==> config.mk <==
export PLATFORM = sky130hd
export DESIGN_NAME = trigger_adc_bank_deframer_flat
export DESIGN_NICKNAME = d
export VERILOG_FILES = /design/src/rtl/tabd_pkg.sv /design/src/rtl/tabd_if.sv /design/src/rtl/trigger_adc_bank_deframer.sv /design/src/rtl/tabd_decode.sv /design/src/flat_wrapper.sv
export SDC_FILE = /design/constraint.sdc
export NUM_CORES = 1
export LEC_CHECK = 0
export ABC_AREA = 1
export BUFFER_PORTS_ARGS = -buffer_cell sky130_fd_sc_hd__buf_2
export CORE_ASPECT_RATIO = 1.75
export CORE_UTILIZATION = 40
export DETAILED_ROUTE_END_ITERATION = 8
export HOLD_SLACK_MARGIN = 0.1
export PLACE_DENSITY = 0.66
export SETUP_SLACK_MARGIN = 0.2
export SYNTH_ARGS = -nofsm -noshare
export SYNTH_HDL_FRONTEND = slang
export SYNTH_SLANG_ARGS = --single-unit
==> constraint.sdc <==
create_clock -name clk -period 20.1 [get_ports clk]
set_clock_uncertainty 0.15 [all_clocks]
set_input_delay 1.005 -clock clk [delete_from_list [all_inputs] [get_ports clk]]
set_output_delay 1.005 -clock clk [all_outputs]
set_load 0.05 [all_outputs]
==> src/rtl/tabd_pkg.sv <==
package tabd_pkg;

    localparam int WORD_W    = 32;
    localparam int VER_W     = 8;
    localparam int CELL_W    = 16;
    localparam int CARD_W    = 9;
    localparam int CHAN_W    = 5;
    localparam int ADC_W     = 8;
    localparam int SKIP_W    = 5;
    localparam int GRP_N     = 4;
    localparam int GRP_CNT_W = 3;
    localparam int GRP_IDX_W = 2;

    localparam logic [VER_W-1:0] VER_COMPRESSED = 8'd2;

    // register indexes of the configuration port
    localparam logic REG_EXTRA_HEADER = 1'b0;

    localparam logic CODING_PAIR       = 1'b0;
    localparam logic CODING_COMPRESSED = 1'b1;

    typedef enum logic [1:0] {
        PH_HEADER,
        PH_PATTERN,
        PH_DATA,
        PH_SKIP
    } tabd_phase_t;

    typedef struct packed {
        tabd_phase_t       phase;
        logic [VER_W-1:0]  version;
        logic              drop;
        logic [WORD_W-1:0] pattern;
        logic [SKIP_W-1:0] skip;
        logic [CARD_W-1:0] card;
    } tabd_state_t;

    // up to four results caused by one word, packed from entry 0
    typedef struct packed {
        logic                          coding;
        logic [CARD_W-1:0]             card_code;
        logic [GRP_CNT_W-1:0]          cnt;
        logic [GRP_N-1:0][CELL_W-1:0]  cell_id;
        logic [GRP_N-1:0][CHAN_W-1:0]  channel;
        logic [GRP_N-1:0][ADC_W-1:0]   adc;
    } tabd_grp_t;

    function automatic logic [CHAN_W-1:0] lsb_index(input logic [WORD_W-1:0] p);
        logic [CHAN_W-1:0] idx;
        idx = '0;
        for (int b = WORD_W - 1; b >= 0; b--)
        begin
            if (p[b])
            begin
                idx = CHAN_W'(b);
            end
        end
        return idx;
    endfunction

endpackage

==> src/rtl/tabd_if.sv <==
interface tabd_in_if;
    logic                           valid;
    logic                           ready;
    logic [tabd_pkg::WORD_W-1:0]    word;
    logic                           bank_start;
    logic [tabd_pkg::VER_W-1:0]     bank_version;

    modport source (output valid, output word, output bank_start, output bank_version,
                    input ready);
    modport sink (input valid, input word, input bank_start, input bank_version,
                  output ready);
endinterface

interface tabd_out_if;
    logic                           valid;
    logic                           ready;
    logic                           coding;
    logic [tabd_pkg::CELL_W-1:0]    cell_id;
    logic [tabd_pkg::CARD_W-1:0]    card_code;
    logic [tabd_pkg::CHAN_W-1:0]    channel;
    logic [tabd_pkg::ADC_W-1:0]     adc;
    logic                           last;

    modport source (output valid, output coding, output cell_id, output card_code,
                    output channel, output adc, output last, input ready);
    modport sink (input valid, input coding, input cell_id, input card_code,
                  input channel, input adc, input last, output ready);
endinterface

==> src/rtl/trigger_adc_bank_deframer.sv <==
// Channel  Dir  Payload                                          Handshake
// din      in   word[31:0] bank_start bank_version[7:0]          valid/ready
// dout     out  coding cell_id[15:0] card_code[8:0] channel[4:0]  valid/ready
//               adc[7:0] last
// apb      in   psel penable pwrite paddr[2:0] pwdata/prdata      pready tied high
//
// A word is decoded in the cycle it is accepted; its results (zero to four)
// land in a group register and leave one per cycle through the output
// register while dout is ready; a word with more than one result holds the
// input while they drain, so the output port sets the rate.
// A stalled output holds the group; din.ready drops until the group drains.
// rst_n clears decode state, the group count and the output valid at once.
module trigger_adc_bank_deframer (
    input  logic        clk,
    input  logic        rst_n,
    tabd_in_if.sink     din,
    tabd_out_if.source  dout,
    input  logic        psel,
    input  logic        penable,
    input  logic        pwrite,
    input  logic [2:0]  paddr,
    input  logic [31:0] pwdata,
    output logic [31:0] prdata,
    output logic        pready
);

    tabd_pkg::tabd_state_t              state_reg;
    tabd_pkg::tabd_state_t              state_next;
    tabd_pkg::tabd_grp_t                grp_next;
    tabd_pkg::tabd_grp_t                grp_reg;
    logic [tabd_pkg::GRP_CNT_W-1:0]     grp_left_reg;
    logic [tabd_pkg::GRP_IDX_W-1:0]     grp_idx_reg;
    logic                               extra_header_reg;
    logic                               out_valid_reg;
    logic                               out_coding_reg;
    logic [tabd_pkg::CELL_W-1:0]        out_cell_reg;
    logic [tabd_pkg::CARD_W-1:0]        out_card_reg;
    logic [tabd_pkg::CHAN_W-1:0]        out_chan_reg;
    logic [tabd_pkg::ADC_W-1:0]         out_adc_reg;
    logic                               out_last_reg;
    logic                               move;
    logic                               in_fire;
    logic                               cfg_write;

    // configuration port: one register, to be written only while idle; the block does not enforce it
    assign pready    = 1'b1;
    assign cfg_write = psel && penable && pwrite && pready;
    assign prdata    = (paddr[2] == tabd_pkg::REG_EXTRA_HEADER) ? {31'b0, extra_header_reg}
                                                                 : 32'b0;

    always_ff @(posedge clk or negedge rst_n)
    begin
        if (!rst_n)
        begin
            extra_header_reg <= 1'b0;
        end
        else if (cfg_write && (paddr[2] == tabd_pkg::REG_EXTRA_HEADER))
        begin
            extra_header_reg <= pwdata[0];
        end
    end

    tabd_decode u_decode (
        .state        (state_reg),
        .word         (din.word),
        .bank_start   (din.bank_start),
        .bank_version (din.bank_version),
        .extra_header (extra_header_reg),
        .state_next   (state_next),
        .grp          (grp_next)
    );

    // advance one result from the group when the output register frees up
    assign move     = (grp_left_reg != '0) && (!out_valid_reg || dout.ready);
    assign din.ready = (grp_left_reg == '0) || ((grp_left_reg == 3'd1) && move);
    assign in_fire  = din.valid && din.ready;

    always_ff @(posedge clk or negedge rst_n)
    begin
        if (!rst_n)
        begin
            state_reg.phase   <= tabd_pkg::PH_HEADER;
            state_reg.version <= '0;
            state_reg.drop    <= 1'b0;
            state_reg.pattern <= '0;
            state_reg.skip    <= '0;
            state_reg.card    <= '0;
        end
        else if (in_fire)
        begin
            state_reg <= state_next;
        end
    end

    always_ff @(posedge clk or negedge rst_n)
    begin
        if (!rst_n)
        begin
            grp_left_reg <= '0;
            grp_idx_reg  <= '0;
        end
        else if (in_fire && (grp_next.cnt != '0))
        begin
            grp_left_reg <= grp_next.cnt;
            grp_idx_reg  <= '0;
        end
        else if (move)
        begin
            grp_left_reg <= grp_left_reg - tabd_pkg::GRP_CNT_W'(1);
            grp_idx_reg  <= grp_idx_reg + tabd_pkg::GRP_IDX_W'(1);
        end
    end

    // group payload: no reset
    always_ff @(posedge clk)
    begin
        if (in_fire && (grp_next.cnt != '0))
        begin
            grp_reg <= grp_next;
        end
    end

    always_ff @(posedge clk or negedge rst_n)
    begin
        if (!rst_n)
        begin
            out_valid_reg <= 1'b0;
        end
        else if (move)
        begin
            out_valid_reg <= 1'b1;
        end
        else if (dout.ready)
        begin
            out_valid_reg <= 1'b0;
        end
    end

    always_ff @(posedge clk)
    begin
        if (move)
        begin
            out_coding_reg <= grp_reg.coding;
            out_card_reg   <= grp_reg.card_code;
            out_cell_reg   <= grp_reg.cell_id[grp_idx_reg];
            out_chan_reg   <= grp_reg.channel[grp_idx_reg];
            out_adc_reg    <= grp_reg.adc[grp_idx_reg];
            out_last_reg   <= (grp_left_reg == 3'd1);
        end
    end

    assign dout.valid     = out_valid_reg;
    assign dout.coding    = out_coding_reg;
    assign dout.cell_id   = out_cell_reg;
    assign dout.card_code = out_card_reg;
    assign dout.channel   = out_chan_reg;
    assign dout.adc       = out_adc_reg;
    assign dout.last      = out_last_reg;

    // group never holds more than one word's worth of results
    a_grp_bound: assert property (@(posedge clk) disable iff (!rst_n)
        grp_left_reg <= 3'd4)
        else $error("result group overflow");

    // card phases exist only inside a compressed bank
    a_phase_version: assert property (@(posedge clk) disable iff (!rst_n)
        (state_reg.phase != tabd_pkg::PH_HEADER)
            |-> (state_reg.version == tabd_pkg::VER_COMPRESSED))
        else $error("card phase outside compressed coding");

    // skip count comes from a six-bit length rounded up to words
    a_skip_bound: assert property (@(posedge clk) disable iff (!rst_n)
        state_reg.skip <= 5'd16)
        else $error("skip count out of range");

    // while results are pending, a new word is taken only when the group drains in the same cycle
    a_accept_drain: assert property (@(posedge clk) disable iff (!rst_n)
        (din.ready && (grp_left_reg != '0)) |-> (move && (grp_left_reg == 3'd1)))
        else $error("input taken over pending results");

endmodule

==> src/rtl/tabd_decode.sv <==
module tabd_decode (
    input  tabd_pkg::tabd_state_t           state,
    input  logic [tabd_pkg::WORD_W-1:0]     word,
    input  logic                            bank_start,
    input  logic [tabd_pkg::VER_W-1:0]      bank_version,
    input  logic                            extra_header,
    output tabd_pkg::tabd_state_t           state_next,
    output tabd_pkg::tabd_grp_t             grp
);

    tabd_pkg::tabd_state_t                              st;
    logic [tabd_pkg::GRP_N:0][tabd_pkg::WORD_W-1:0]     pc;
    logic [tabd_pkg::GRP_N-1:0]                         found;
    logic [tabd_pkg::CELL_W-1:0]                        id;
    logic [tabd_pkg::ADC_W-1:0]                         a1;
    logic [tabd_pkg::ADC_W-1:0]                         a2;
    logic [6:0]                                         len_adc_rnd;

    // peel the lowest four set pattern bits, one per byte of a data word
    always_comb
    begin
        pc[0] = st.pattern;
        for (int k = 0; k < tabd_pkg::GRP_N; k++)
        begin
            found[k]  = (pc[k] != '0);
            pc[k + 1] = pc[k] & (pc[k] - tabd_pkg::WORD_W'(1));
        end
    end

    assign id          = word[31:16];
    assign a1          = word[15:8];
    assign a2          = word[7:0];
    assign len_adc_rnd = {1'b0, word[12:7]} + 7'd3;

    always_comb
    begin
        st = state;
        if (bank_start)
        begin
            st.version = bank_version;
            st.phase   = tabd_pkg::PH_HEADER;
            st.pattern = '0;
            st.skip    = '0;
            st.drop    = extra_header;
        end

        state_next    = st;
        grp           = '0;
        grp.card_code = '0;

        if (st.drop)
        begin
            state_next.drop = 1'b0;
        end
        else if (st.version < tabd_pkg::VER_COMPRESSED)
        begin
            grp.coding = tabd_pkg::CODING_PAIR;
            if (a1 != '0)
            begin
                grp.cell_id[0] = id;
                grp.adc[0]     = a1;
                grp.cell_id[1] = id + tabd_pkg::CELL_W'(1);
                grp.adc[1]     = a2;
                grp.cnt        = (a2 != '0) ? 3'd2 : 3'd1;
            end
            else
            begin
                grp.cell_id[0] = id + tabd_pkg::CELL_W'(1);
                grp.adc[0]     = a2;
                grp.cnt        = (a2 != '0) ? 3'd1 : 3'd0;
            end
        end
        else if (st.version == tabd_pkg::VER_COMPRESSED)
        begin
            case (st.phase)
                tabd_pkg::PH_HEADER:
                begin
                    state_next.card = word[22:14];
                    state_next.skip = tabd_pkg::SKIP_W'(len_adc_rnd >> 2);
                    if (word[5:0] != '0)
                    begin
                        state_next.phase = tabd_pkg::PH_PATTERN;
                    end
                    else if (len_adc_rnd[6:2] != '0)
                    begin
                        state_next.phase = tabd_pkg::PH_SKIP;
                    end
                    else
                    begin
                        state_next.phase = tabd_pkg::PH_HEADER;
                    end
                end
                tabd_pkg::PH_PATTERN:
                begin
                    state_next.pattern = word;
                    state_next.phase   = tabd_pkg::PH_DATA;
                end
                tabd_pkg::PH_DATA:
                begin
                    grp.coding    = tabd_pkg::CODING_COMPRESSED;
                    grp.card_code = st.card;
                    grp.cnt       = tabd_pkg::GRP_CNT_W'($countones(found));
                    for (int k = 0; k < tabd_pkg::GRP_N; k++)
                    begin
                        grp.channel[k] = tabd_pkg::lsb_index(pc[k]);
                        grp.adc[k]     = word[8*k +: 8];
                    end
                    state_next.pattern = pc[tabd_pkg::GRP_N];
                    if (pc[tabd_pkg::GRP_N] == '0)
                    begin
                        state_next.phase = (st.skip != '0) ? tabd_pkg::PH_SKIP
                                                           : tabd_pkg::PH_HEADER;
                    end
                end
                tabd_pkg::PH_SKIP:
                begin
                    if (st.skip != '0)
                    begin
                        state_next.skip = st.skip - tabd_pkg::SKIP_W'(1);
                    end
                    if (st.skip <= tabd_pkg::SKIP_W'(1))
                    begin
                        state_next.phase = tabd_pkg::PH_HEADER;
                    end
                end
                default:
                begin
                    state_next.phase = tabd_pkg::PH_HEADER;
                end
            endcase
        end
    end

endmodule

==> src/flat_wrapper.sv <==
// flat-port wrapper written by rule: the top's interface ports become plain ports
module trigger_adc_bank_deframer_flat 
  (clk, rst_n, psel, penable, pwrite, paddr, pwdata, prdata, pready, din_valid, din_word, din_bank_start, din_bank_version, din_ready, dout_valid, dout_coding, dout_cell_id, dout_card_code, dout_channel, dout_adc, dout_last, dout_ready);
  tabd_in_if din_i ();
  tabd_out_if dout_i ();
  input  logic clk;
  input  logic rst_n;
  input  logic psel;
  input  logic penable;
  input  logic pwrite;
  input  logic [2:0] paddr;
  input  logic [31:0] pwdata;
  output logic [31:0] prdata;
  output logic pready;
  input wire logic [$bits(din_i.valid)-1:0] din_valid;
  input wire logic [$bits(din_i.word)-1:0] din_word;
  input wire logic [$bits(din_i.bank_start)-1:0] din_bank_start;
  input wire logic [$bits(din_i.bank_version)-1:0] din_bank_version;
  output wire logic [$bits(din_i.ready)-1:0] din_ready;
  output wire logic [$bits(dout_i.valid)-1:0] dout_valid;
  output wire logic [$bits(dout_i.coding)-1:0] dout_coding;
  output wire logic [$bits(dout_i.cell_id)-1:0] dout_cell_id;
  output wire logic [$bits(dout_i.card_code)-1:0] dout_card_code;
  output wire logic [$bits(dout_i.channel)-1:0] dout_channel;
  output wire logic [$bits(dout_i.adc)-1:0] dout_adc;
  output wire logic [$bits(dout_i.last)-1:0] dout_last;
  input wire logic [$bits(dout_i.ready)-1:0] dout_ready;
  assign din_i.valid = din_valid;
  assign din_i.word = din_word;
  assign din_i.bank_start = din_bank_start;
  assign din_i.bank_version = din_bank_version;
  assign din_ready = din_i.ready;
  assign dout_valid = dout_i.valid;
  assign dout_coding = dout_i.coding;
  assign dout_cell_id = dout_i.cell_id;
  assign dout_card_code = dout_i.card_code;
  assign dout_channel = dout_i.channel;
  assign dout_adc = dout_i.adc;
  assign dout_last = dout_i.last;
  assign dout_i.ready = dout_ready;
  trigger_adc_bank_deframer u_core (.clk(clk), .rst_n(rst_n), .din(din_i), .dout(dout_i), .psel(psel), .penable(penable), .pwrite(pwrite), .paddr(paddr), .pwdata(pwdata), .prdata(prdata), .pready(pready));
endmodule
# [Word level (Yosys, flattened, before mapping)]
# Cells that the tools add are included.
[op_classes] add_sub_neg=12 magnitude_cmp=3 eq_ne=5 muxes=167 bitwise=10 reduce_logical=51
[op_table] op="2-to-1 mux 5 bit" n=126
[op_table] op="2-to-1 mux 46 bit" n=3
[op_table] op="bitwise AND 32 bit" n=4
[op_table] op="nonzero test 32 bit" n=4
[op_table] op="subtractor 32 x 1 -> 32 bit (second input constant)" n=4
[op_table] op="2-to-1 mux 16 bit" n=5
[op_table] op="OR reduction 20 bit" n=4
[op_table] op="one-hot mux 32 bit (2 select lines)" n=1
[op_table] op="2-to-1 mux 48 bit" n=1
[op_table] op="OR reduction 12 bit" n=4
[op_table] op="binary-select mux 16 bit (select 2 bit)" n=1
[op_table] op="logical NOT 32 bit" n=1
[op_table] op="OR reduction 8 bit" n=4
[op_table] op="2-to-1 mux 13 bit" n=2
[op_table] op="2-to-1 mux 2 bit" n=12
[op_table] op="2-to-1 mux 8 bit" n=3
[op_table] op="OR reduction 6 bit" n=4
[op_table] op="OR reduction 5 bit" n=4
[op_table] op="adder 16 x 1 -> 16 bit (second input constant)" n=1
[op_table] op="binary-select mux 8 bit (select 2 bit)" n=1
[op_table] op="nonzero test 8 bit" n=2
[op_table] op="2-to-1 mux 3 bit" n=4
[op_table] op="binary-select mux 5 bit (select 2 bit)" n=1
[op_table] op="one-hot mux 5 bit (2 select lines)" n=1
[op_table] op="other kinds (30)" n=51
[totals] reg_bits=197 output_inout_bits=75 wordCells=291

# [Logic depth before layout (Yosys ltp)]
# Gate-level depths: netlist (run 1).
[depth] ltp_word=38 ltp_mapped=50 mapped_depth_nobuf=47

# [Modules after synthesis]
# Synthesis (run 1) repeated with hierarchy kept, for this count alone.
[unflattened] hier_cells=1931 hier_area_um2=14655.3
[modules_own_cells] module="trigger_adc_bank_deframer" instances=1 cells_per_inst=671 area_each_um2=8585.7 seq_area_each_um2=6586.3
[modules_own_cells] module="tabd_decode" instances=1 cells_per_inst=1260 area_each_um2=6069.6 seq_area_each_um2=0.0

# [Least setup slack after synthesis (run 1)]
# OpenSTA, ideal clock, no wires.
[synth_timing] path_kind="in2reg" start="in din_bank_start" end="reg u_core.grp_left_reg[1] (netlist name)" arrival_ps=10080 slack_ps=9744 path_stages=32 path_buffers=2 cell_sequence="buf_6 inv_4 buf_6 o21ai_1 nand2_1 nor2_1 nand2_1 nand2_1 nand2_1 nor2_2 nand3_2 o21bai_2 nand2_1 inv_1 nand2_1 nor2_2 nand2_1 o21bai_2 nand2_1 nor2_1 nand2_1 nor2_1 fa_1 inv_1 ha_1 ha_1 a22o_1 a21oi_1 a21oi_1 nor2_1 o21ai_0 inv_1"
[synth_between] elab_chain_cells=17 elab_cells_between_ends=25 classes_between="add/sub (6); order compare (1); eq/ne (2); mux (6); bitwise (3); reduce/logical (7)"
[synth_lines] element="start: declaration" line="flat_wrapper.sv:17" rtl="input wire logic [$bits(din_i.bank_start)-1:0] din_bank_start;"
[synth_lines] element="2-to-1 mux 48 bit (*)" line="tabd_decode.sv:38" rtl="if (bank_start)"
[synth_lines] element="subtractor 32 x 1 -> 32 bit" line="tabd_decode.sv:26" rtl="pc[k + 1] = pc[k] & (pc[k] - tabd_pkg::WORD_W'(1));"
[synth_lines] element="bitwise AND 32 bit" line="tabd_decode.sv:26"
[synth_lines] element="subtractor 32 x 1 -> 32 bit" line="tabd_decode.sv:26"
[synth_lines] element="bitwise AND 32 bit" line="tabd_decode.sv:26"
[synth_lines] element="subtractor 32 x 1 -> 32 bit" line="tabd_decode.sv:26"
[synth_lines] element="bitwise AND 32 bit" line="tabd_decode.sv:26"
[synth_lines] element="nonzero test 32 bit" line="tabd_decode.sv:25" rtl="found[k] = (pc[k] != '0);"
[synth_lines] element="adder 1 x 1 -> 2 bit (implied by the code)" line="tabd_decode.sv:102" rtl="grp.cnt = tabd_pkg::GRP_CNT_W'($countones(found));"
[synth_lines] element="adder 2 x 2 -> 3 bit (implied by the code)" line="tabd_decode.sv:102"
[synth_lines] element="2-to-1 mux 13 bit" line="tabd_decode.sv:75" rtl="case (st.phase)"
[synth_lines] element="2-to-1 mux 13 bit" line="tabd_decode.sv:73" rtl="else if (st.version == tabd_pkg::VER_COMPRESSED)"
[synth_lines] element="2-to-1 mux 3 bit" line="tabd_decode.sv:55" rtl="else if (st.version < tabd_pkg::VER_COMPRESSED)"
[synth_lines] element="2-to-1 mux 3 bit (*)" line="tabd_decode.sv:51" rtl="if (st.drop)"
[synth_lines] element="nonzero test 3 bit" line="trigger_adc_bank_deframer.sv:102" rtl="else if (in_fire && (grp_next.cnt != '0))"
[synth_lines] element="logical AND 1 bit" line="trigger_adc_bank_deframer.sv:102"
[synth_lines] element="2-to-1 mux 3 bit or nonzero test 2 bit (tied branches)"
[synth_lines] element="end signal: assignment" line="trigger_adc_bank_deframer.sv:104" rtl="grp_left_reg <= grp_next.cnt;"
[synth_lines] element="end signal: assignment" line="trigger_adc_bank_deframer.sv:109" rtl="grp_left_reg <= grp_left_reg - tabd_pkg::GRP_CNT_W'(1);"
[synth_lines] element="end: declaration" line="trigger_adc_bank_deframer.sv:31" rtl="logic [tabd_pkg::GRP_CNT_W-1:0] grp_left_reg;"
# Mark *: on every way between the ends. The rest lies on a longest branch, timed or not.
# A chain may end at the register's enable or synchronous reset.

# [Final worst setup path (run 1)]
[layout_timing] start="in din_bank_start" end="reg u_core.grp_reg[59] (netlist name) (enable)"
[layout_between] elab_chain_cells=16 elab_cells_between_ends=23 classes_between="add/sub (6); order compare (1); eq/ne (2); mux (5); bitwise (3); reduce/logical (6)"
[layout_lines] element="2-to-1 mux 48 bit (*)" line="tabd_decode.sv:38"
[layout_lines] element="subtractor 32 x 1 -> 32 bit" line="tabd_decode.sv:26"
[layout_lines] element="bitwise AND 32 bit" line="tabd_decode.sv:26"
[layout_lines] element="subtractor 32 x 1 -> 32 bit" line="tabd_decode.sv:26"
[layout_lines] element="bitwise AND 32 bit" line="tabd_decode.sv:26"
[layout_lines] element="subtractor 32 x 1 -> 32 bit" line="tabd_decode.sv:26"
[layout_lines] element="bitwise AND 32 bit" line="tabd_decode.sv:26"
[layout_lines] element="nonzero test 32 bit" line="tabd_decode.sv:25"
[layout_lines] element="adder 1 x 1 -> 2 bit (implied by the code)" line="tabd_decode.sv:102"
[layout_lines] element="adder 2 x 2 -> 3 bit (implied by the code)" line="tabd_decode.sv:102"
[layout_lines] element="2-to-1 mux 13 bit" line="tabd_decode.sv:75"
[layout_lines] element="2-to-1 mux 13 bit" line="tabd_decode.sv:73"
[layout_lines] element="2-to-1 mux 3 bit" line="tabd_decode.sv:55"
[layout_lines] element="2-to-1 mux 3 bit (*)" line="tabd_decode.sv:51"
[layout_lines] element="nonzero test 3 bit (*)" line="trigger_adc_bank_deframer.sv:117" rtl="if (in_fire && (grp_next.cnt != '0))"
[layout_lines] element="logical AND 1 bit (*)" line="trigger_adc_bank_deframer.sv:117"
[layout_lines] element="end signal: assignment" line="trigger_adc_bank_deframer.sv:119" rtl="grp_reg <= grp_next;"
[layout_lines] element="end: declaration" line="trigger_adc_bank_deframer.sv:30" rtl="tabd_pkg::tabd_grp_t grp_reg;"
# Marks and branches as above.

==> results.yml, run 1 <==
setup_path:
  r2r_end: "u_core.grp_reg[59]"
  crit_path_start: "din_bank_start"
  cp.required_ns: 20.03
  regToRegSetupSlack_ns: 13.37
  slowest_stage: "buf_4"
  critical-path-max-stage-delay_ns: 0.90
  crit_end: "u_core.grp_reg[59]"
  endpoint_kind: "flop"
  reg2regPathDepth: 27
  cp.arrival_ns: 7.53
  cp_common_cell: "nand2_1"
  r2r_start: "u_core.state_reg[14]"
  critPathKind: "input pin to flop"
  crit_path_max_fanout: 90
  crit_path_start_kind: "input pin"
layout:
  layout_common_cells: "387 x nand2_1, 240 x nor2_1, 213 x inv_1"
  drive_above_1_share_pct: 13.87
  final_common_cell: "nand2_1"
  final_area_mm2: 0.01425
  multiInputGateArea_mm2: 0.006137
  seqCellArea_mm2: 0.005600
  syn_to_final_growth_pct: 9.859
  antennaDiodeCount: 0
  final_net_count: 1859
  largest_register_ffs: 94
  fillers: 3096
global_route:
  met2_usage_pct: 46.37
  antenna_found_initial: 0
  use_met1_pct: 24.10
  grt.total_usage_pct: 23.85
  grt_max_degree: 91
  grt_overflow: 0
  met3_usage_pct: 2.211
  grt_pass1_wl_um: 60230
  grt_busiest_layer: "met2"
  first_global_vias: 11400
floorplan:
  start_util_pct: 40.86
  dieArea_mm2: 0.03318
  io_pins: 158
  rows: 86
  core_area_mm2: 0.03174
  dieHeight_um: 240.2
  die_x_um: 138.1
placement:
  placed_cell_area_mm2: 0.01364
  detailed_place_hpwl_um: 30240
  gp_congestion: 0.9600
  port_buffers: 92
clock_network:
  cts_tree: "done"
  post_cts_buffers: 0
  htree_num_levels: 4
  cts_max_path_buffers: 2
  cts.sinks: 197
  ctsHoldBuffers: 0
  clk_latency_ns: 0.46
  cts.clk_slew.worst_paths_ns: 0.08
  cts-resized-gates: 0
  cts-root-buf: "clkbuf_16"
  numCtsBuffers: 17
yosys:
  synth_edf_count: 134
  synth.yosys.seq_area_share_pct: 43.18
  syn_area_per_cell_um2: 7.638
  ys_types: 59
  synth-seq-cells: 197
  synth_flop_cell: "edfxtp_1"
  ys_warn_count: 0
  synth_async_sr_flop_share_pct: 31.98
  synthCells: 1698
  synth_area_mm2: 0.01297
run:
  cap_violations: 0
sta:
  finalCriticalPeriod_ns: 7.608
  hold_viol_final: 0
  rsz0062_at_grt: "false"
  setup_tns_ns: 0
  slew_viol_final: 0
  whs_ns: 0.2741
  setup_viol: 0
  tightest_slew_ns: 1.083
  max_slew_margin_pct: 27.77
  period_share_pct: 37.85
  timing.fmax_mhz: 131.4
detailed_routing:
  vias: 11710
  via_per_inst: 5.394
  drt_wl_total_um: 38700
  dr.pass1.iters: 7
  drt_iter0_markers: 829
  postRouteAntennaNets: 0
  drc_errors: 38
  wl_per_cell_um: 17.83
hold_path:
  hold_path_class: "flop to flop"
pwr:
  ir_worst_vdd_mv: 0.06064
  p_per_area_mw_per_mm2: 94.64
  p_leak_nw: 7.537
status:
  status: "finished, violations left"
  failed_checks: "DRC"
==> cells in the mapped netlist (11+ instances only) <==
library cell  count  share of area, %
nand2_1         387                11
nor2_1          242               7.0
inv_1           214               6.2
o21ai_0         139               5.4
edfxtp_1        134                31
dfrtp_1          63                12
a21oi_1          54               2.1
o22ai_1          48               2.3
nand3_1          43               1.7
clkbuf_1         42               1.2
buf_4            32               1.9
nand2_2          27               1.3
a32o_1           24               1.9
nor2_2           23               1.1
nor3_1           23              0.89
inv_2            19              0.55
o221ai_1         17               1.1
ha_1             14               1.4
xor2_1           14              0.95
a31oi_1          13              0.63
o211ai_1         12              0.69
o21ai_1          11              0.42
==> power by group <==
group / leakage, nW / internal, mW / switching [mW]
clock network: 0.289 / 0.174 / 0.175
logic: 5.03 / 0.109 / 0.361
registers: 2.22 / 0.506 / 0.0239
==> worst min path at each step <==
stage                         from                  endpoint  slack [ns]  depth (start not counted)
6_report       u_core.grp_reg[123]  u_core.dout.card_code[4]        0.27                          0
5_1_grt        u_core.grp_reg[126]  u_core.dout.card_code[7]        0.28                          0
4_1_cts        u_core.grp_reg[123]  u_core.dout.card_code[4]        0.28                          0
3_5_place_dp   u_core.grp_reg[123]  u_core.dout.card_code[4]        0.26                          0
3_3_place_gp   u_core.grp_reg[121]  u_core.dout.card_code[2]        0.25                          0
2_1_floorplan  u_core.grp_reg[119]  u_core.dout.card_code[0]        0.25                          0
==> through the flow <==
stage	utilization [%]	setup WS [ns]	power (mW)	instances
2_1_floorplan	-	9.744	0.8876	1728
3_3_place_gp	42.96	12.09	1.002	2138
3_5_place_dp	42.96	12.09	1.009	2138
4_1_cts	44.89	12.54	1.355	2170
5_1_grt	44.89	11.85	1.408	2170
6_report	44.89	12.49	1.349	2170
==> logic make-up (layout without fill, tap and decap cells) <==
family                     count (synthesis)  count (layout)  synth area share [%]
muxes                                      7               7                0.5402
adders and majority gates                 15              15                 1.505
xor gates and xnor gates                  16              16                 1.080
buffers and inverters                    321             367                 10.50
other                                      2              32               0.05790
AOI/OAI and AO/OA                        360             360                 17.55
DFF                                      197             197                 43.18
and+or+nand+nor                          780             780                 25.59
==> routing by layer <==
layer | routed length [µm] | up-vias | part of all wire (%)
li1 | - | 5715 | -
met1 | 14140 | 5540 | 37
met2 | 20970 | 341 | 54
met3 | 1191 | 110 | 3.1
met4 | 2390 | 0 | 6.2
met5 | 0 | - | 0
==> worst max-delay path, delay by kind of cell <==
kind / cells / cell delay (ns)
AO/OA/AOI/OAI: 6 / 1.36
adder cells (fa/ha/maj): 3 / 0.78
buffers and inverters: 5 / 1.90
AND/OR/NAND/NOR: 15 / 2.39
==> cell type report <==
cell class	count	area share, %
Inverter	235	6.208
Tap cell	396	3.477
Multi-Input combinational cell	1210	43.07
Timing Repair Buffer	100	3.653
Sequential cell	197	39.30
Clock inverter	13	1.098
Clock buffer	19	3.188
Power figures use the tool's default switching activity.
==> run 2, diff against run 1 <==
- clock period: 20.1 -> 7.2 ns (I/O delays scaled with it)
==> results.yml, run 2 (synthesis results as in run 1) <==
layout:
  antennaDiodeCount: 0
  layout_common_cells: "387 x nand2_1, 240 x nor2_1, 213 x inv_1"
  final_net_count: 1875
  fillers: 3168
  final_common_cell: "nand2_1"
  drive_above_1_share_pct: 14.02
  syn_to_final_growth_pct: 11.30
  seqCellArea_mm2: 0.005600
  multiInputGateArea_mm2: 0.006137
  largest_register_ffs: 94
pwr:
  ir_worst_vdd_mv: 0.1515
  p_per_area_mw_per_mm2: 263.8
  p_leak_nw: 7.627
  total_power_mw: 3.808
detailed_routing:
  wl_per_cell_um: 17.82
  postRouteAntennaNets: 0
  vias: 11840
  drt_iter0_markers: 775
  dr.pass1.iters: 7
  via_per_inst: 5.416
  drt_wl_total_um: 38960
  drc_errors: 34
clock_network:
  cts_max_path_buffers: 2
  cts-root-buf: "clkbuf_16"
  cts-resized-gates: 0
  post_cts_buffers: 0
  numCtsBuffers: 17
  htree_num_levels: 4
  clk_latency_ns: 0.47
  cts.clk_slew.worst_paths_ns: 0.08
  cts.sinks: 197
  ctsHoldBuffers: 12
  cts_tree: "done"
sta:
  tightest_slew_ns: 1.093
  max_slew_margin_pct: 27.06
  setup_tns_ns: 0
  finalCriticalPeriod_ns: 6.054
  setup_viol: 0
  slew_viol_final: 0
  timing.fmax_mhz: 165.2
  period_share_pct: 84.09
  hold_viol_final: 0
  rsz0062_at_grt: "false"
floorplan:
  core_area_mm2: 0.03174
  start_util_pct: 40.86
  rows: 86
  dieArea_mm2: 0.03318
  dieHeight_um: 240.2
  die_x_um: 138.1
  io_pins: 158
placement:
  port_buffers: 92
  detailed_place_hpwl_um: 30740
  gp_congestion: 0.9838
global_route:
  grt_max_degree: 64
  antenna_found_initial: 0
  grt_pass1_wl_um: 59420
  grt_overflow: 0
  first_global_vias: 11420
  grt.total_usage_pct: 23.69
setup_path:
  critical-path-max-stage-delay_ns: 0.50
  endpoint_kind: "flop"
  cp.arrival_ns: 6.26
  cp_common_cell: "nand2_1"
  slowest_stage: "fa_1"
  cp.required_ns: 7.41
  crit_path_start_kind: "flop"
  crit_path_max_fanout: 11
  critPathKind: "flop to flop"
hold_path:
  hold_path_class: "input pin to flop"
run:
  cap_violations: 0
status:
  status: "finished, violations left"
  failed_checks: "DRC"
run 2: final cells by class:
cell class / instances / area share (%)
multi-input combinational: 1210 / 42.52
sequential: 197 / 38.80
inverter: 235 / 6.128
timing repair buffer: 116 / 4.819
tap: 396 / 3.432
clock buffer: 18 / 3.120
clock inverter: 14 / 1.187
run 2: final timing paths:
kind,endpoint,depth (start not counted),startpoint,slack [ns]
max in group asynchronous,u_core.state_reg[43],3,rst_n,5.88
max reg2reg,u_core.grp_left_reg[1],30,u_core.state_reg[14],1.15
max,u_core.grp_left_reg[1],30,u_core.state_reg[14],1.15
min reg2reg,u_core.dout.card_code[6],0,u_core.grp_reg[125],0.27
min,u_core.state_reg[52],3,din_bank_version[5],0.12
min in group asynchronous,u_core.state_reg[54],3,rst_n,0.46
run 2: per-stage QoR:
step | instances | worst slack, ns | util, % | hold slack, ns | area [µm²]
2_1_floorplan | 1728 | 0.9413 | - | -0.08559 | 13090
3_3_place_gp | 2142 | 1.107 | 43.14 | 0.2542 | 13690
3_5_place_dp | 2142 | 1.066 | 43.14 | 0.2545 | 13690
4_1_cts | 2186 | 1.150 | 45.48 | 0.1049 | 14440
5_1_grt | 2186 | 0.6365 | 45.48 | 0.1369 | 14440
6_report | 2186 | 1.146 | 45.48 | 0.1188 | 14440
run 2: critical path: cells and delay by family (launching register included):
family | cells | cell delay [ns]
AO/OA/AOI/OAI | 7 | 1.50
buffers and inverters | 3 | 0.25
adder cells (fa/ha/maj) | 3 | 0.86
AND/OR/NAND/NOR | 17 | 2.74
flip-flops | 1 | 0.44
run 2: power breakdown:
| group | leakage [nW] | switching (mW) | internal (mW) |
|---|---|---|---|
| Combinational | 5.11 | 1.02 | 0.309 |
| Sequential | 2.22 | 0.0700 | 1.41 |
| Clock | 0.303 | 0.505 | 0.491 |
run 2: metal layers:
metal	global-route usage, %	routed length, µm	share of wire [%]	up-vias
met2	47.42	21450	55	363
met5	0	0	0	-
li1	-	-	-	5763
met1	22.95	13810	35	5616
met3	2.270	1470	3.8	98
met4	15.36	2224	5.7	0
==> run 3, diff against run 2 <==
- PLACE_DENSITY: 0.66 -> 0.69
- clock period: 7.2 -> 5.3 ns (I/O delays scaled with it)
==> results.yml, run 3 (synthesis results as in run 1) <==
placement:
  detailed_place_hpwl_um: 31920
  pre_cts_ws_ns: -0.09809
  port_buffers: 92
  placed_cell_area_mm2: 0.01522
  gp_congestion: 0.9834
detailed_routing:
  postRouteAntennaNets: 0
  drt_wl_total_um: 43050
  vias: 12970
  dr.pass1.iters: 8
  via_per_inst: 5.274
  wl_per_cell_um: 17.51
  drt_iter0_markers: 787
  drc_errors: 42
sta:
  rsz0062_at_grt: "true"
  hold_viol_final: 0
  slew_viol_final: 0
  max_slew_margin_pct: 38.11
  worst_slack_ns: 0.04040
  finalCriticalPeriod_ns: 5.260
  period_share_pct: 99.24
  setup_viol: 0
  tightest_slew_ns: 0.9284
  timing.fmax_mhz: 190.1
  whs_ns: 0.1088
floorplan:
  dieHeight_um: 240.2
  dieArea_mm2: 0.03318
  rows: 86
  die_x_um: 138.1
  io_pins: 158
  core_area_mm2: 0.03174
  start_util_pct: 40.86
layout:
  final_net_count: 2147
  syn_to_final_growth_pct: 34.25
  final_common_cell: "nand2_1"
  largest_register_ffs: 94
  layout_common_cells: "337 x nand2_1, 240 x buf_4, 211 x nor2_1"
  fillers: 2859
  drive_above_1_share_pct: 29.78
  final_area_mm2: 0.01741
setup_path:
  cp.arrival_ns: 5.35
  cp.required_ns: 5.39
  slowest_stage: "fa_2"
  critPathBufInv: 10
  critical-path-max-stage-delay_ns: 0.51
  crit_path_start_kind: "flop"
  endpoint_kind: "flop"
  crit_path_max_fanout: 6
  cp_top_family: "simple AND/OR/NAND/NOR gates"
  critPathKind: "flop to flop"
global_route:
  grt_overflow: 0
  grt_pass1_wl_um: 66090
  grt.total_usage_pct: 26.22
  antenna_found_initial: 1
  first_global_vias: 12980
  grt_max_degree: 64
pwr:
  p_leak_nw: 9.234
  total_power_mw: 5.386
  p_per_area_mw_per_mm2: 309.3
  ir_worst_vdd_mv: 0.2294
status:
  status: "finished, violations left"
  failed_checks: "DRC"
clock_network:
  cts.clk_slew.worst_paths_ns: 0.09
  cts.sinks: 197
  cts-root-buf: "clkbuf_16"
  cts_max_path_buffers: 2
  htree_num_levels: 4
  clk_latency_ns: 0.48
  cts_tree: "done"
  numCtsBuffers: 17
run:
  cap_violations: 0
hold_path:
  hold_path_class: "input pin to flop"
-- run 3: final cells by class --
cell class,instances,area (µm²),share of cell area (%)
well taps,396,495.5,2.846
flip-flops and latches,197,5602,32.17
inverters,235,884.6,5.080
multi-input cells,1210,6758,38.81
clock inverters,15,207.7,1.193
diodes,1,2.502,0.01437
clock buffers,17,425.4,2.443
repair buffers,388,3037,17.44
-- run 3: final timing paths --
path	from	endpoint	slack [ns]	depth (start not counted)
worst min-delay path	din_word[15]	u_core.state_reg[1]	0.11	3
worst max register to register	u_core.state_reg[14]	u_core.grp_reg[67]	0.04	31
worst max-delay path	u_core.state_reg[14]	u_core.grp_reg[67]	0.04	31
min in group asynchronous	rst_n	u_core.state_reg[51]	0.33	3
worst min register to register	u_core.grp_reg[125]	u_core.dout.card_code[6]	0.27	0
max in group asynchronous	rst_n	u_core.state_reg[14]	4.09	3
-- run 3: repair_timing --
item | 4_1_cts | 5_1_grt
buffers inserted | 38 | 17
hold buffers | 29 | 0
cloned | 4 | 6
setup endpoints to repair | 99 | 101
resized for setup | 65 | 95
pin swaps | 26 | 58
hold endpoints to repair | 103 | 0
-- run 3: worst register-to-register path: cells and delay by family (launching register included) --
| kind | cells | cell delay [ns] |
|---|---|---|
| and+or+nand+nor | 13 | 1.58 |
| buffers and inverters | 10 | 1.23 |
| adders and majority gates | 3 | 0.83 |
| AOI/OAI and AO/OA | 5 | 0.80 |
| DFF | 1 | 0.45 |
-- run 3: metal layers --
| metal | track usage (%) | part of all wire (%) |
|---|---|---|
| met5 | 0 | 0 |
| met4 | 21.28 | 7.9 |
| met3 | 2.987 | 4.0 |
| met2 | 50.11 | 53 |
| met1 | 25.46 | 35 |
-- run 3: through the flow --
stage / util [%] / setup TNS (ns) / std cells
after floorplan: - / -53.05 / 1728
after global placement: 47.94 / -3.925 / 2332
after detailed placement: 47.94 / -7.669 / 2332
after CTS: 52.97 / 0 / 2435
after global routing: 54.85 / -20.69 / 2459
final: 54.85 / 0 / 2459
-- run 3: power by group --
group / leakage, nW / switching, mW / internal [mW] / total (mW)
Sequential: 2.21 / 0.0902 / 1.92 / 2.01
Combinational: 6.72 / 1.45 / 0.529 / 1.98
Clock: 0.301 / 0.739 / 0.661 / 1.40
